--- src/sv/pgf_pkg.sv ---
package pgf_pkg;

    // Partial products of the wide multipliers are built from slices of this width.
    localparam int CHUNK_BITS = 32;

    // Configuration register file.
    localparam int CFG_IDX_BITS = 2;
    localparam int CUTOFF_RESET_UNITS = 5;

    typedef enum logic [CFG_IDX_BITS-1:0] {
        CFG_GRAVITY = 2'd0,
        CFG_CUTOFF  = 2'd1
    } cfg_reg_t;

endpackage

--- src/sv/pgf_mul.sv ---
module pgf_mul #(
    parameter int AW = 32,
    parameter int BW = 32
) (
    input  logic             clk,
    input  logic [AW-1:0]    a,
    input  logic [BW-1:0]    b,
    output logic [AW+BW-1:0] p
);
    import pgf_pkg::*;

    localparam int NA = (AW + CHUNK_BITS - 1) / CHUNK_BITS;
    localparam int NB = (BW + CHUNK_BITS - 1) / CHUNK_BITS;
    localparam int NP = NA * NB;
    localparam int FW = (NA + NB) * CHUNK_BITS;

    logic [NA*CHUNK_BITS-1:0] a_ext;
    logic [NB*CHUNK_BITS-1:0] b_ext;
    logic [2*CHUNK_BITS-1:0]  pp_reg [NP];
    logic [FW-1:0]            sum_next;
    logic [AW+BW-1:0]         p_reg;

    assign a_ext = (NA*CHUNK_BITS)'(a);
    assign b_ext = (NB*CHUNK_BITS)'(b);

    // First stage: every slice pair multiplied on its own.
    always_ff @(posedge clk)
    begin
        for (int i = 0; i < NA; i++)
        begin
            for (int j = 0; j < NB; j++)
            begin
                pp_reg[i*NB+j] <= (2*CHUNK_BITS)'(a_ext[i*CHUNK_BITS +: CHUNK_BITS])
                                * (2*CHUNK_BITS)'(b_ext[j*CHUNK_BITS +: CHUNK_BITS]);
            end
        end
    end

    // Second stage: the shifted partial products are added up.
    always_comb
    begin
        sum_next = '0;
        for (int k = 0; k < NP; k++)
        begin
            sum_next = sum_next + (FW'(pp_reg[k]) << (CHUNK_BITS * (k / NB + k % NB)));
        end
    end

    always_ff @(posedge clk)
    begin
        p_reg <= sum_next[AW+BW-1:0];
    end

    assign p = p_reg;

endmodule

--- config.mk ---
export PLATFORM = sky130hd
export DESIGN_NAME = pgf_mul
export DESIGN_NICKNAME = d
export VERILOG_FILES = /design/src/sv/pgf_pkg.sv /design/src/sv/pgf_mul.sv
export SDC_FILE = /design/constraint.sdc
export NUM_CORES = 2
export LEC_CHECK = 0
export ABC_CLOCK_PERIOD_IN_PS = 7340
export BUFFER_PORTS_ARGS = -buffer_cell sky130_fd_sc_hd__buf_2
export CAP_MARGIN = 20
export CORE_ASPECT_RATIO = 0.7
export CORE_MARGIN = 4
export CORE_UTILIZATION = 34
export CTS_CLUSTER_DIAMETER = 100
export CTS_CLUSTER_SIZE = 10
export DETAILED_ROUTE_END_ITERATION = 16
export PLACE_DENSITY = 0.54
export SLEW_MARGIN = 0
export SYNTH_ARGS = -nofsm -noshare
export SYNTH_HDL_FRONTEND = slang
export SYNTH_SLANG_ARGS = --single-unit
export TNS_END_PERCENT = 100
--- constraint.sdc ---
create_clock -name clk -period 7.34 [get_ports clk]
set_clock_uncertainty 0.05 [all_clocks]
set_input_delay 0 -clock clk [delete_from_list [all_inputs] [get_ports clk]]
set_output_delay 0 -clock clk [all_outputs]
set_load 0.05 [all_outputs]
After elaboration in Yosys (flattened, before gate mapping)

Memories as Yosys holds them, arrays and structs flattened. A register that Yosys moved wholly into a read port is not among the register bits.
Index checks and enable logic that the tools add are counted.

Register bits: 0
Input bits: 65
Bits in writable memories: 64
ROM bits: 0
Memories: 1
Bits in latches: 0

Eq/ne operators: 0
Shifts and indexed selects: 0
Divide/modulo/power cells: 0
Magnitude comparators: 0
Bitwise gates (word level): 0
Multiply operators: 1
Reduce and logical (&&, ||, !) cells: 0
Mux-type cells: 0
$add $sub $neg: 0

Memories:

| name   | words | width | read ports | clocked after memory_dff | write ports | line          | RTL |
|---|---|---|---|---|---|---|---|
| pp_reg | 1     | 64    | 1          | 1                        | 1           | pgf_mul.sv:19 | `logic [2*CHUNK_BITS-1:0] pp_reg [NP];` |

Operators by type and width:

| kind                         | count |
|---|---|
| multiplier 32 x 32 -> 64 bit | 1 |

Longest topological paths before layout

Depth in word-level cells: 1
Mapped depth: 29

Least setup slack after synthesis

Ideal clock, no wire load.

Kind: input-to-reg
From: in b[9]
To: mem pp_reg[0][60] in the netlist's numbering
Setup slack: 108 ps
Arrival time: 7059 ps
Buffers on the path: 1
Cell stages on the path: 26
Setup time: 123 ps
Path through: clkbuf_1 nand2_1 fa_1 inv_1 fa_1 inv_1 fa_1 inv_1 fa_1 fa_1 fa_1 fa_1 inv_1 fa_1 inv_1 ha_1 and3_1 and3_2 and2_4 a2111o_1 a32oi_1 a31oi_1 a221o_1 a221oi_1 o21ai_1 xor2_1

Word-level cells in the longest chain between the ends: 1

RTL lines:

| item                         | line          | RTL |
|---|---|---|
| from (decl)                  | pgf_mul.sv:7  | `input logic [BW-1:0] b,` |
| multiplier 32 x 32 -> 64 bit | pgf_mul.sv:34 | `* (2*CHUNK_BITS)'(b_ext[j*CHUNK_BITS +: CHUNK_BITS]);` |
| to (decl)                    | pgf_mul.sv:19 |  |

No other way between the ends.

Worst setup path after layout

From: in a[17]
To: mem pp_reg[0][60] in the netlist's numbering

Word-level cells in the longest chain between the ends: 1

RTL lines:

| item                         | line          | RTL |
|---|---|---|
| from (decl)                  | pgf_mul.sv:6  | `input logic [AW-1:0] a,` |
| multiplier 32 x 32 -> 64 bit | pgf_mul.sv:34 |  |

No other way between the ends.

==> impl_metrics.yaml <==
sta:
  min_period_ps: 7230
  setup_viol: 0
  tightestPinTransition_ps: 684
  hold_violations: 0
  slew-limit-headroom_pct: 54.4
  whs_ps: 258
  final-max-slew-violation-count: 0
  min_period_over_period_pct: 98.5
  grt_setup_unrepaired: "yes"
  fmax_mhz: 138
min_path:
  hold_end: "pp_reg[0][1]$_DFF_P_"
  min_path_cells: 4
  hold_start: "a[1]"
  min_path_type: "primary input to flop"
routing:
  drcViolationCount: 0
  highest_layer: "met5"
  ant_nets: 0
  met3WireLength_um: 9320
  drtIter0Drc: 1468
  drt-vias-per-instance: 4.60
  firstDrtPassIters: 5
  wl_met2_um: 41100
  wl_per_cell_um: 18.7
  via_count: 25300
  wl_um: 103000
  met1_length_um: 50400
cts:
  root_buffer: "clkbuf_16"
  tritoncts: "done"
  postCtsHoldBufs: 0
  clk_pin_slew_ps: 70
  insertion_delay_ps: 490
  cts_max_level: 4
  clkSinkCount: 128
  cts_buffers: 17
  cts.path.max_buffers: 2
worst_setup_path:
  r2r_end: "p[16]$_DFF_P_"
  rrSetupSlack_ps: 6830
  rr_startpoint: "pp_reg[0][16]$_DFF_P_"
  cp-end-kind: "flop"
  reg2regPathDepth: 0
  cp.arrival_ps: 7540
  crit_required_ps: 7660
  path_class: "primary input to flop"
  start_kind: "primary input"
  cp_max_fo: 16
cells_and_area:
  drive_above_1_share_pct: 13.2
  fin_area_um2: 40900
  final_cell_mix: "fa_1, inv_1, and2_1"
  area_growth_pct: 14.3
  layout_commonest_cell: "fa_1"
  layout.nets: 5287
floorplan:
  die_w_um: 396
  start_util_pct: 34.3
  num_rows: 99
  pin_count: 129
  die_y_um: 280
  coreArea_um2: 104000
  dieArea_um2: 111000
synth:
  synth_nets: 5015
  synth.cell_area_um2: 35800
  synth_seq_cells: 128
  netlist_instances: 3791
  synth_top_area_share_pct: 50.1
  yosysWarningCount: 0
  synth_area_leaders: "fa_1, and2_1, ha_1, inv_1, dfxtp_1"
  synth_cell_type_count: 71
  synthArstFlopShare_pct: 0
  yosysTopAreaCell: "fa_1"
  synth_edf_count: 0
  synth-main-ff-cell: "dfxtp_1"
  syn_area_per_cell_um2: 9.45
  synth_sequential_area_ratio_pct: 7.15
global_route:
  grt_pass1_wl_um: 163000
  grt_overflow: 0
  grt_pass1_vias: 27000
  grtUsageTotal_pct: 19.3
  antenna_found_initial: 10
  grt_max_degree: 24
placement:
  dp_hpwl_um: 90400
  place_congestion: 0.887
  placed_area_um2: 40100
  numPortBuffers: 128
run:
  cap_violations: 0
run_status:
  outcome: "finished clean"
## area by class of cell
type                            count  area, um2
Fill cell                       10500      63500
Multi-Input combinational cell   2588      29200
Timing Repair Buffer              467       3490
Inverter                          861       3230
Sequential cell                   128       2560
Tap cell                         1414       1770
Clock buffer                       17        425
Clock inverter                     15        195
Antenna cell                        5       12.5
## metal layers
layer / up-vias / global-route usage (%)
met5: - / 0
met4: 6 / 4.42
met3: 97 / 5.98
met2: 750 / 26.8
met1: 12900 / 29.3
li1: 11500 / -
## worst max-delay path, stage by stage
cell and delay [ps]:
buf_4 200, buf_4 200, and2_1 180, fa_1 500, inv_1 50, fa_1 470
fa_1 520, fa_1 560, inv_1 60, fa_1 470, fa_2 600, fa_1 430
fa_1 380, ha_1 340, a21oi_2 160, o21ai_1 100, a211o_2 350, a2111o_1 440
a32oi_1 180, buf_4 200, a31oi_4 160, a221o_1 400, a221oi_2 320, o21ai_1 110
xor2_1 150
## synth_stat cells, types with 7 or more instances
master,number
nor3_1,7
nand2_1,473
a31oi_1,15
and3_1,8
fa_1,896
clkbuf_1,204
nor2_1,31
inv_1,861
xor2_1,27
a21o_1,32
nand4_1,18
dfxtp_1,128
nand3_1,10
a21oi_1,65
o21bai_1,9
ha_1,263
and2_1,599
xnor2_1,35
o21ai_0,36
## repair_timing
item | CTS | global route
buffers inserted | 0 | 1
endpoints found under the setup margin | 2 | 14
resized for setup | 7 | 68
pin swaps | 0 | 11
## worst max-delay path by stage
stage                from                    end  slack (ps)  depth (start not counted)
floorplan            b[9]  pp_reg[0][60]$_DFF_P_         110                         26
global placement     b[8]  pp_reg[0][60]$_DFF_P_        -580                         27
detailed placement  a[17]  pp_reg[0][60]$_DFF_P_        -700                         25
CTS                 a[18]  pp_reg[0][60]$_DFF_P_          40                         25
global route        a[17]  pp_reg[0][60]$_DFF_P_         -40                         25
finish              a[17]  pp_reg[0][60]$_DFF_P_         110                         25
## cells by family after synthesis
kind of cell | count (synthesis) | synth area share [%]
AND/OR/NAND/NOR | 1164 | 16.8
adder cells (fa/ha/maj) | 1159 | 59.3
buffers and inverters | 1075 | 11.5
AO/OA/AOI/OAI | 202 | 3.71
flip-flops | 128 | 7.15
XOR/XNOR | 62 | 1.52
multiplexers | 1 | 0.0279
## through the flow
| stage | utilization [%] | setup slack (ps) | instances | TNS, ps |
|---|---|---|---|---|
| global placement | 38.4 | -580 | 5457 | -4480 |
| detailed placement | 38.4 | -703 | 5457 | -4900 |
| floorplan | - | 108 | 3791 | 0 |
| global route | 39.2 | -40.8 | 5491 | -40.8 |
| CTS | 39.0 | 39.8 | 5489 | 0 |
| finish | 39.2 | 114 | 5495 | 0 |
Power is not shown: default switching activity piles up to over one toggle a cycle in this logic, so the estimate is an artifact.
